## src/rtl/mjdc_pkg.sv

```systemverilog
// ----------------------------------------------------------------------------
// mjdc_pkg
// Shared types, widths and constant tables for the MJD to calendar converter.
// ----------------------------------------------------------------------------
package mjdc_pkg;

  // width of the whole-day count
  localparam int DAY_BITS = 20;

  // pipeline depth, one valid bit per stage
  localparam int NUM_STAGES = 5;

  // output field widths
  localparam int YEAR_W = 13;
  localparam int MON_W  = 4;
  localparam int DOM_W  = 5;
  localparam int HOUR_W = 5;
  localparam int MIN_W  = 6;
  localparam int SEC_W  = 6;
  localparam int SFR_W  = 16;
  localparam int FRAC_W = 32;

  // b = mjd_day + 2400001 + 1537
  localparam longint unsigned B_OFFSET = 64'd2401538;
  localparam longint unsigned B_MAX    = ((64'd1 << DAY_BITS) - 64'd1) + B_OFFSET;
  localparam int B_W = $clog2(B_MAX + 64'd1);

  // n = 100*b - 12210, divided by 36525 to get c
  localparam longint unsigned N_MAX = 64'd100 * B_MAX;
  localparam int N_W = $clog2(N_MAX + 64'd1);
  localparam longint unsigned C_DIV = 64'd36525;
  localparam longint unsigned C_MAX = (N_MAX - 64'd12210) / C_DIV;
  localparam int C_W = $clog2(C_MAX + 64'd1);

  // reciprocal of 36525 scaled by 2^N_W, estimate is low by at most one
  localparam longint unsigned C_RECIP = (64'd1 << N_W) / C_DIV;
  localparam int RC_W = $clog2(C_RECIP + 64'd1);

  // b - floor(365.25*c) always lies in 123..488
  localparam int BD_W = 9;
  localparam int E_W  = 4;

  // ceil(30.6001*k): bd at or above this gives e >= k
  localparam logic [BD_W-1:0] E_THRESH [1:15] = '{
    9'd31,  9'd62,  9'd92,  9'd123, 9'd154, 9'd184, 9'd215, 9'd245,
    9'd276, 9'd307, 9'd337, 9'd368, 9'd398, 9'd429, 9'd460
  };

  // floor(30.6001*e)
  localparam logic [BD_W-1:0] E_FLOOR [0:15] = '{
    9'd0,   9'd30,  9'd61,  9'd91,  9'd122, 9'd153, 9'd183, 9'd214,
    9'd244, 9'd275, 9'd306, 9'd336, 9'd367, 9'd397, 9'd428, 9'd459
  };

  // transaction payloads
  typedef struct packed {
    logic [DAY_BITS-1:0] mjd_day;
    logic [FRAC_W-1:0]   day_fraction;
  } in_t;

  typedef struct packed {
    logic [YEAR_W-1:0] year;
    logic [MON_W-1:0]  month;
    logic [DOM_W-1:0]  day_of_month;
  } date_t;

  typedef struct packed {
    logic [HOUR_W-1:0] hour;
    logic [MIN_W-1:0]  minute;
    logic [SEC_W-1:0]  second_whole;
    logic [SFR_W-1:0]  second_fraction;
  } tod_t;

  typedef struct packed {
    logic [YEAR_W-1:0] year;
    logic [MON_W-1:0]  month;
    logic [DOM_W-1:0]  day_of_month;
    logic [HOUR_W-1:0] hour;
    logic [MIN_W-1:0]  minute;
    logic [SEC_W-1:0]  second_whole;
    logic [SFR_W-1:0]  second_fraction;
  } out_t;

  // per-stage load enables from the pipeline control
  typedef struct packed {
    logic [NUM_STAGES-1:0] load;
  } stage_ctl_t;

  // month index e = floor(bd / 30.6001)
  function automatic logic [E_W-1:0] month_index(input logic [BD_W-1:0] bd);
    logic [E_W-1:0] e;
    e = '0;
    for (int k = 1; k <= 15; k++) begin
      if (bd >= E_THRESH[k]) begin
        e = E_W'(k);
      end
    end
    return e;
  endfunction

endpackage

```

## src/rtl/mjdc_date_path.sv

```systemverilog
// ----------------------------------------------------------------------------
// mjdc_date_path
// Five-stage datapath from the whole-day count to year, month and day.
// ----------------------------------------------------------------------------
module mjdc_date_path import mjdc_pkg::*; (
  input  logic                clk,
  input  stage_ctl_t          ctl,
  input  logic [DAY_BITS-1:0] mjd_day,
  output date_t               date
);

  localparam logic [N_W-1:0]   K100     = N_W'(100);
  localparam logic [N_W-1:0]   K12210   = N_W'(12210);
  localparam logic [B_W-1:0]   KBOFF    = B_W'(B_OFFSET);
  localparam logic [RC_W-1:0]  KRECIP   = RC_W'(C_RECIP);
  localparam logic [N_W:0]     KCDIV    = (N_W+1)'(C_DIV);
  localparam logic [B_W+1:0]   K1461    = (B_W+2)'(1461);
  localparam logic [YEAR_W-1:0] K4715   = YEAR_W'(4715);

  // stage 1: b and scaled numerator
  logic [B_W-1:0] b1_r, b1_nxt;
  logic [N_W-1:0] n1_r, n1_nxt;

  always_comb begin
    b1_nxt = B_W'(mjd_day) + KBOFF;
    n1_nxt = N_W'(N_W'(b1_nxt) * K100) - K12210;
  end

  always_ff @(posedge clk) begin
    if (ctl.load[0]) begin
      b1_r <= b1_nxt;
      n1_r <= n1_nxt;
    end
  end

  // stage 2: reciprocal estimate of n / 36525
  logic [B_W-1:0]      b2_r;
  logic [N_W-1:0]      n2_r;
  logic [C_W-1:0]      q2_r, q2_nxt;
  logic [N_W+RC_W-1:0] prod2;

  always_comb begin
    prod2  = (N_W+RC_W)'(n1_r) * (N_W+RC_W)'(KRECIP);
    q2_nxt = C_W'(prod2 >> N_W);
  end

  always_ff @(posedge clk) begin
    if (ctl.load[1]) begin
      b2_r <= b1_r;
      n2_r <= n1_r;
      q2_r <= q2_nxt;
    end
  end

  // stage 3: correct the estimate by one compare
  logic [B_W-1:0] b3_r;
  logic [C_W-1:0] c3_r, c3_nxt;
  logic [N_W:0]   rem3;

  always_comb begin
    rem3   = (N_W+1)'(n2_r) - (N_W+1)'((N_W+1)'(q2_r) * KCDIV);
    c3_nxt = (rem3 >= KCDIV) ? C_W'(q2_r + C_W'(1)) : q2_r;
  end

  always_ff @(posedge clk) begin
    if (ctl.load[2]) begin
      b3_r <= b2_r;
      c3_r <= c3_nxt;
    end
  end

  // stage 4: day within the shifted year, bd = b - floor(1461*c/4)
  logic [C_W-1:0]  c4_r;
  logic [BD_W-1:0] bd4_r, bd4_nxt;
  logic [B_W+1:0]  d4x;

  always_comb begin
    d4x     = (B_W+2)'((B_W+2)'(c3_r) * K1461);
    bd4_nxt = BD_W'(b3_r - B_W'(d4x >> 2));
  end

  always_ff @(posedge clk) begin
    if (ctl.load[3]) begin
      c4_r  <= c3_r;
      bd4_r <= bd4_nxt;
    end
  end

  // stage 5: month index, day of month, month and year
  date_t          date_r, date_nxt;
  logic [E_W-1:0] e5;
  logic [MON_W-1:0] mon5;

  always_comb begin
    e5   = month_index(bd4_r);
    mon5 = (e5 < E_W'(14)) ? MON_W'(e5 - E_W'(1)) : MON_W'(e5 - E_W'(13));
    date_nxt.day_of_month = DOM_W'(bd4_r - E_FLOOR[e5]);
    date_nxt.month        = mon5;
    date_nxt.year         = YEAR_W'(c4_r) - K4715 - YEAR_W'(mon5 > MON_W'(2));
  end

  always_ff @(posedge clk) begin
    if (ctl.load[4]) begin
      date_r <= date_nxt;
    end
  end

  assign date = date_r;

endmodule

```

## src/rtl/mjdc_time_path.sv

```systemverilog
// ----------------------------------------------------------------------------
// mjdc_time_path
// Five-stage datapath from the day fraction to hour, minute and second.
// ----------------------------------------------------------------------------
module mjdc_time_path import mjdc_pkg::*; (
  input  logic              clk,
  input  stage_ctl_t        ctl,
  input  logic [FRAC_W-1:0] day_fraction,
  output tod_t              tod
);

  // stage 1: scale by 24, integer part is the hour
  logic [FRAC_W+4:0]  p1;
  logic [HOUR_W-1:0]  hr1_r;
  logic [FRAC_W-1:0]  f1_r;

  assign p1 = (FRAC_W+5)'(day_fraction) * (FRAC_W+5)'(24);

  always_ff @(posedge clk) begin
    if (ctl.load[0]) begin
      hr1_r <= p1[FRAC_W+4:FRAC_W];
      f1_r  <= p1[FRAC_W-1:0];
    end
  end

  // stage 2: scale by 60, integer part is the minute
  logic [FRAC_W+5:0] p2;
  logic [HOUR_W-1:0] hr2_r;
  logic [MIN_W-1:0]  mi2_r;
  logic [FRAC_W-1:0] f2_r;

  assign p2 = (FRAC_W+6)'(f1_r) * (FRAC_W+6)'(60);

  always_ff @(posedge clk) begin
    if (ctl.load[1]) begin
      hr2_r <= hr1_r;
      mi2_r <= p2[FRAC_W+5:FRAC_W];
      f2_r  <= p2[FRAC_W-1:0];
    end
  end

  // stage 3: scale by 60, whole seconds and truncated fraction
  logic [FRAC_W+5:0] p3;
  tod_t              tod3_r, tod3_nxt;

  always_comb begin
    p3                       = (FRAC_W+6)'(f2_r) * (FRAC_W+6)'(60);
    tod3_nxt.hour            = hr2_r;
    tod3_nxt.minute          = mi2_r;
    tod3_nxt.second_whole    = p3[FRAC_W+5:FRAC_W];
    tod3_nxt.second_fraction = p3[FRAC_W-1:FRAC_W-SFR_W];
  end

  always_ff @(posedge clk) begin
    if (ctl.load[2]) begin
      tod3_r <= tod3_nxt;
    end
  end

  // stages 4 and 5: keep alignment with the date path
  tod_t tod4_r, tod5_r;

  always_ff @(posedge clk) begin
    if (ctl.load[3]) begin
      tod4_r <= tod3_r;
    end
    if (ctl.load[4]) begin
      tod5_r <= tod4_r;
    end
  end

  assign tod = tod5_r;

endmodule

```

## src/rtl/mjd_to_calendar_date_unit.sv

```systemverilog
// ----------------------------------------------------------------------------
// mjd_to_calendar_date_unit
// Modified Julian Date and Q0.32 day fraction to Gregorian date and time.
// ----------------------------------------------------------------------------
// A five-stage pipeline that accepts one timestamp transaction per cycle when
// the input does not stall. The result is presented on the output from the
// last stage and is taken when the output side does not stall. The depth
// is set by the chain of the date path: day offset and scaling, a reciprocal
// multiply for the division by 36525, a one-step correction, the 365.25 day
// product and the month lookup; the time of day uses three multiplies by 24,
// 60 and 60 in stages beside the date path. Each stage has its own valid bit
// and loads whenever it is empty or the next stage moves, so bubbles are
// squeezed out and the input keeps flowing while a finished result waits in
// the output register; the input stalls only when all five stages hold a
// transaction and the output is stalled. No reset of datapath registers and
// no configuration.
module mjd_to_calendar_date_unit import mjdc_pkg::*; (
  input  logic clk,
  input  logic rst_n,
  input  logic in_valid,
  output logic in_stall,
  input  in_t  in_data,
  output logic out_valid,
  input  logic out_stall,
  output out_t out_data
);

  // per-stage valid bits and ready chain
  logic [NUM_STAGES-1:0] vld_r, vld_nxt;
  logic [NUM_STAGES:0]   rdy;
  stage_ctl_t            ctl;

  always_comb begin
    rdy[NUM_STAGES] = !out_stall;
    for (int k = NUM_STAGES - 1; k >= 0; k--) begin
      rdy[k] = !vld_r[k] || rdy[k+1];
    end
    ctl.load = rdy[NUM_STAGES-1:0];
    if (rdy[0]) begin
      vld_nxt[0] = in_valid;
    end else begin
      vld_nxt[0] = vld_r[0];
    end
    for (int k = 1; k < NUM_STAGES; k++) begin
      if (rdy[k]) begin
        vld_nxt[k] = vld_r[k-1];
      end else begin
        vld_nxt[k] = vld_r[k];
      end
    end
  end

  always_ff @(posedge clk) begin
    if (!rst_n) begin
      vld_r <= '0;
    end else begin
      vld_r <= vld_nxt;
    end
  end

  assign in_stall  = !rdy[0];
  assign out_valid = vld_r[NUM_STAGES-1];

  // date and time datapaths
  date_t date;
  tod_t  tod;

  mjdc_date_path u_date (
    .clk     (clk),
    .ctl     (ctl),
    .mjd_day (in_data.mjd_day),
    .date    (date)
  );

  mjdc_time_path u_time (
    .clk          (clk),
    .ctl          (ctl),
    .day_fraction (in_data.day_fraction),
    .tod          (tod)
  );

  // result transaction
  always_comb begin
    out_data.year            = date.year;
    out_data.month           = date.month;
    out_data.day_of_month    = date.day_of_month;
    out_data.hour            = tod.hour;
    out_data.minute          = tod.minute;
    out_data.second_whole    = tod.second_whole;
    out_data.second_fraction = tod.second_fraction;
  end

  // accepted transaction lands in the first stage
  a_accept_fills: assert property (@(posedge clk) disable iff (!rst_n)
    in_valid && !in_stall |=> vld_r[0])
    else $error("accepted transaction not captured in first stage");

  // the stage before the last keeps its valid bit when the last stage cannot move
  a_no_drop: assert property (@(posedge clk) disable iff (!rst_n)
    vld_r[NUM_STAGES-2] && !rdy[NUM_STAGES-1] |=> vld_r[NUM_STAGES-2])
    else $error("stalled stage lost its transaction");

  // month and day of month stay in calendar range
  a_date_range: assert property (@(posedge clk) disable iff (!rst_n)
    out_valid |-> out_data.month >= MON_W'(1) && out_data.month <= MON_W'(12) &&
                  out_data.day_of_month != '0)
    else $error("date field out of range");

  // time of day fields stay in range
  a_time_range: assert property (@(posedge clk) disable iff (!rst_n)
    out_valid |-> out_data.hour <= HOUR_W'(23) && out_data.minute <= MIN_W'(59) &&
                  out_data.second_whole <= SEC_W'(59))
    else $error("time field out of range");

endmodule

```

## config.mk

```make
export PLATFORM = sky130hd
export DESIGN_NAME = mjd_to_calendar_date_unit
export DESIGN_NICKNAME = d
export VERILOG_FILES = /design/src/rtl/mjdc_pkg.sv /design/src/rtl/mjdc_date_path.sv /design/src/rtl/mjdc_time_path.sv /design/src/rtl/mjd_to_calendar_date_unit.sv
export SDC_FILE = /design/constraint.sdc
export NUM_CORES = 2
export LEC_CHECK = 0
export ABC_AREA = 1
export ABC_CLOCK_PERIOD_IN_PS = 14500
export BUFFER_PORTS_ARGS = -buffer_cell sky130_fd_sc_hd__buf_2
export CELL_PAD_IN_SITES_DETAIL_PLACEMENT = 1
export CELL_PAD_IN_SITES_GLOBAL_PLACEMENT = 2
export CORE_UTILIZATION = 46
export DETAILED_ROUTE_END_ITERATION = 16
export PLACE_DENSITY_LB_ADDON = 0.1
export SYNTH_ARGS = -nofsm -noshare
export SYNTH_HDL_FRONTEND = slang
export SYNTH_SLANG_ARGS = --single-unit
```

## constraint.sdc

```tcl
create_clock -name clk -period 14.5 [get_ports clk]
set_input_delay 2.9 -clock clk [delete_from_list [all_inputs] [get_ports clk]]
set_output_delay 2.9 -clock clk [all_outputs]
set_load 0.05 [all_outputs]
```

Word level (Yosys, flattened, before mapping) --
Memory sizes are Yosys's and may differ from the RTL's. Cells that the tools add are included.
Storage, ports and cells: output and inout bits 57, memory bits (read-only) 144, memories kept 1, flip-flop bits (word level) 336
Cells by class: mux-type cells 19, $mul 7, $lt $le $gt $ge 19, add/subtract/negate cells 10, reductions and logical operators 12, bitwise gates (word level) 1
Memories:
- (name not given) | depth 16, width 9, rd ports 1, clocked after memory_dff 0, wr ports 0, RTL line mjdc_date_path.sv:97 | date_nxt.day_of_month = DOM_W'(bd4_r - E_FLOOR[e5]);
Operator list (number):
- 9-bit greater-or-equal comparator (second input constant) | 7
- 29-bit by 13-bit multiplier with 42-bit output (second input constant) | 1
- 9-bit by 8-bit greater-or-equal comparator with 1-bit output (second input constant) | 4
- 4-bit two-way mux | 9
- 30-bit by 4-bit multiplier with 34-bit output (second input constant) | 1
- 32-bit by 2-bit multiplier with 34-bit output (second input constant) | 1
- 29-bit by 4-bit multiplier with 33-bit output (second input constant) | 1
- 30-bit by 16-bit greater-or-equal comparator with 1-bit output (second input constant) | 1
- 14-bit by 16-bit multiplier with 30-bit output (second input constant) | 1
- 29-bit by 30-bit subtractor with 30-bit output | 1
- 29-bit by 14-bit subtractor with 29-bit output (second input constant) | 1
- 22-bit by 5-bit multiplier with 27-bit output (second input constant) | 1
- 20-bit by 22-bit adder with 22-bit output (second input constant) | 1
- 9-bit by 7-bit greater-or-equal comparator with 1-bit output (second input constant) | 2
- 14-bit by 1-bit adder with 14-bit output (second input constant) | 1
- 14-bit by 11-bit multiplier with 11-bit output (second input constant) | 1
- 14-bit two-way mux | 1
- 13-bit by 1-bit subtractor with 13-bit output | 1
- 13-bit subtractor (second input constant) | 1
- 3-bit two-way mux | 4
- 5-bit two-way mux | 2
- 9-bit by 5-bit greater-or-equal comparator with 1-bit output (second input constant) | 1
- 9-bit by 6-bit greater-or-equal comparator with 1-bit output (second input constant) | 1
- 9-bit subtractor | 1
- 11 further kinds | 22

Longest topological paths before layout --
depth after elaboration 21, gate-level depth with buffers 33, mapped depth without buffers 32

Cells and area by module --
From an unflattened synthesis, not the netlist that was laid out.
Unflattened totals: cell total of the unflattened synthesis 4399, area, all modules 38115.3 um^2
By module, submodules not included:
- mjdc_date_path | area each 23191.0 um^2, instances 1, cells an instance 2533
- mjdc_time_path | area each 14702.9 um^2, instances 1, cells an instance 1844
- mjd_to_calendar_date_unit | area each 221.5 um^2, instances 1, cells an instance 22

Worst setup path before layout --
OpenSTA, ideal clock, no wires.
kind input to output, start input out_stall, end output in_stall, stages 8, path buffers 0, path slack 2369 ps, data arrival time 9231 ps, path through nand2_1 nor2_1 inv_1 nor2_1 inv_1 nor2_1 inv_1 nor2_1
RTL lines:
- from (decl) | RTL line mjd_to_calendar_date_unit.sv:24 | input logic out_stall,
- to (decl) | RTL line mjd_to_calendar_date_unit.sv:21 | output logic in_stall,

==> summary.txt <==
CTS
  – Clk buf depth: 3
  – Post-CTS Setup Bufs: 0
  – Htree depth: 2
  – Total CTS buffers: 39
  – CTS sink cnt: 328
  – CTS tree: built
  – CTS root buf: clkbuf_16
  – CTS Hold Bufs: 0
  – Post-cts resize count: 0
  – Clock Pin Slew Worst Setup and Hold Paths: 60 ps
  – Clk Latency, worst-skew pair: 570 ps

Global route
  – GRT Total Usage: 23.8%
  – Initial antenna violation count: 3
  – Largest net degree at the start of global routing: 71
  – Vias in the first global route: 27,300
  – First-pass GRT wire length: 146,000 um
  – Total gr overflow: 0

Critical path
  – Critical Path Source Type: input port
  – Delay-heaviest family, CP: buffers and inverters
  – Worst EP required: 11,600 ps
  – Max Fanout on Critical Path: 57
  – Max stage delay on crit path: 610 ps
  – WS Path Type: in2out
  – Critical path's most frequent cell: nor2_1
  – Critical-path top delay cell: buf_4
  – Worst r2r path cells: 26
  – WP buf/inv: 8
  – Critical Path End Type: primary output
  – CP Depth: 13
  – Worst path cell trace: buf_2 > nand2_2 > buf_4 > nor2_1 > inv_2 > buf_4 > nor2_1 > inv_2 > buf_4 > nor2_1 > clkinv_2 > nor2_1 > buf_2
  – WP data arrival: 6510 ps

Min path
  – HP Class: reg2reg
  – Hold path cells: 0

Yosys
  – Post-synth top flop: edfxtp_1
  – Yosys top cell area share: 27.9%
  – Main area contributors after synthesis: edfxtp_1 28%, fa_1 22%, ha_1 19%
  – Synthesized area: 34,800 sq um
  – Mapped Cells: 3,492
  – Sequential fraction of the synthesis area: 28.2%
  – Synthesized flop and latch total: 328
  – Post-synth ARST share: 0%
  – Synth warn: 0
  – Post-synth net total: 4,444
  – Synth cell types: 56
  – EDFF count, synth: 323
  – Syn_area_per_cell: 9.95 sq um
  – Yosys top cell by area: edfxtp_1

Drt
  – Post-DRT Antenna Nets: 0
  – Pre-antenna DRT Iters: 5
  – Initial drt markers: 850
  – Drc violations: 0
  – WL met3: 2090 um
  – Top layer in use: met4
  – Per-cell routed wire length: 19.2 um
  – Post-Route WL: 88,900 um
  – Via count: 24,200
  – Vias per cell: 5.21
  – Met1 Wirelength: 41,200 um
  – Met2 wire length: 44,300 um

Timing
  – Final setup viols: 0
  – Max Clk Rate: 106 MHz
  – Setup TNS: 0 ps
  – Slew @ Worst Pin: 927 ps
  – Final Hold Vio Count: 0
  – RSZ-0062 raised after global routing: false
  – Worst Clk Skew: 25.2 ps
  – Final period util: 64.9%
  – Hold Slack: 415 ps
  – Max-slew violation count: 0
  – Fin crit period: 9410 ps
  – Max-slew headroom: 38.2%

Layout
  – Synth-to-layout area growth: 8.98%
  – Filler instances: 8,398
  – Ant diodes: 0
  – Layout cells sized above 1: 5.82%
  – Layout Nets: 4,597

Placement
  – # port buffers: 112
  – Gpl congestion: 0.870
  – Detail Placement HPWL: 75,900 um

Die
  – Rows: 100
  – Die Wd: 277 um
  – Io pins: 113
  – Die footprint: 76,600 sq um
  – Initial Util: 46.6%
  – Core Area: 74,600 sq um
  – DIE HEIGHT: 277 um

Flow run
  – Maximum capacitance violations: 0

Run status
  – Status: completed
-- metal layers --
| layer | vias to the layer above | GRT usage (%) |
|---|---|---|
| li1 | 11700 | - |
| met1 | 12100 | 31.7 |
| met5 | - | 0 |
| met4 | 0 | 4.47 |
| met2 | 300 | 42.2 |
| met3 | 88 | 2.13 |
-- metrics by stage --
stage / setup WS [ps] / instances / utilization (%) / area, sq um
floorplan: 2370 / 3492 / - / 34800
global placement: 5130 / 4573 / 49.0 / 36500
detailed placement: 4920 / 4573 / 49.0 / 36500
CTS: 4900 / 4643 / 50.8 / 37900
global route: 4710 / 4643 / 50.8 / 37900
finish: 5090 / 4643 / 50.8 / 37900
-- sequential cells by signal (all words and copies together), names as in the netlist, 9 cells and up --
signal,cells
u_date.b1_r,9
u_time.tod3_r,33
u_date.c4_r,13
u_time.f2_r,27
u_date.n1_r,27
u_date.date,22
u_date.q2_r,14
u_date.c3_r,13
u_date.n2_r,27
u_date.bd4_r,9
u_time.tod4_r,33
u_time.tod,33
u_date.b3_r,9
u_time.f1_r,29
u_date.b2_r,9
-- cells in the final DEF, fill, tap and decap left out, types with 6 or more instances in the layout --
cell type	netlist	final
a21boi_0	7	7
a21o_1	17	17
a21oi_1	222	222
a31oi_1	14	14
buf_2	3	112
bufinv_16	0	7
clkbuf_1	0	7
clkbuf_16	0	39
edfxtp_1	323	323
fa_1	376	376
ha_1	520	520
inv_1	712	708
nand2_1	477	476
nand3_1	107	107
nand4_1	28	28
nor2_1	196	196
nor3_1	26	26
nor4_1	10	10
o2111ai_1	6	6
o211ai_1	7	7
o21a_1	15	15
o21ai_0	115	115
o21bai_1	16	16
o31ai_1	7	7
xnor2_1	71	71
xor2_1	146	146
-- Yosys cell counts, types with 14 or more instances --
cell type / number
inv_1: 712
ha_1: 520
nand2_1: 477
fa_1: 376
edfxtp_1: 323
a21oi_1: 222
nor2_1: 196
xor2_1: 146
o21ai_0: 115
nand3_1: 107
xnor2_1: 71
nand4_1: 28
nor3_1: 26
a21o_1: 17
o21bai_1: 16
o21a_1: 15
a31oi_1: 14
-- worst register-to-register path: stages (launching register included) --
cell,delay [ps]
edfxtp_1,750
inv_1,290
fa_1,640
fa_1,470
fa_1,510
inv_1,60
fa_1,530
inv_1,50
fa_1,530
inv_1,50
fa_1,520
inv_1,40
ha_1,350
nand2_1,120
o21ai_0,380
a21oi_1,180
nor2_1,150
nor2_1,70
nand3b_1,80
nand2_1,60
nor2_1,150
nor2b_4,170
nand2_2,70
nor2_4,420
nand2_4,220
nand2_1,110
nand2_1,110
-- worst paths after layout --
path	from	to	slack (ps)
setup / recovery	out_stall	in_stall	5090
hold / removal	u_time.tod4_r[1]	u_time.tod[1]	410
hold reg to reg	u_time.tod4_r[1]	u_time.tod[1]	410
setup reg to reg	u_date.q2_r[6]	u_date.c3_r[1]	7130
-- kinds of logic after synthesis --
family	share of synthesized area [%]
xor gates and xnor gates	5.56
DFF	28.2
buffers and inverters	7.82
adders and majority gates	40.4
AOI/OAI and AO/OA	7.44
and+or+nand+nor	10.6
-- layout make-up --
type	count	area [sq um]	share of cell area, %
tap	969	1210	3.20
inverter	714	2680	7.08
multi-input combinational	2445	22200	58.7
clock buffer	46	1000	2.65
timing repair buffer	117	598	1.58
sequential	328	9800	25.9
clock inverter	24	343	0.905
Power is left out: the tool's default activity adds up to more than one toggle a clock period on the data nets, which glitch-free logic cannot reach.
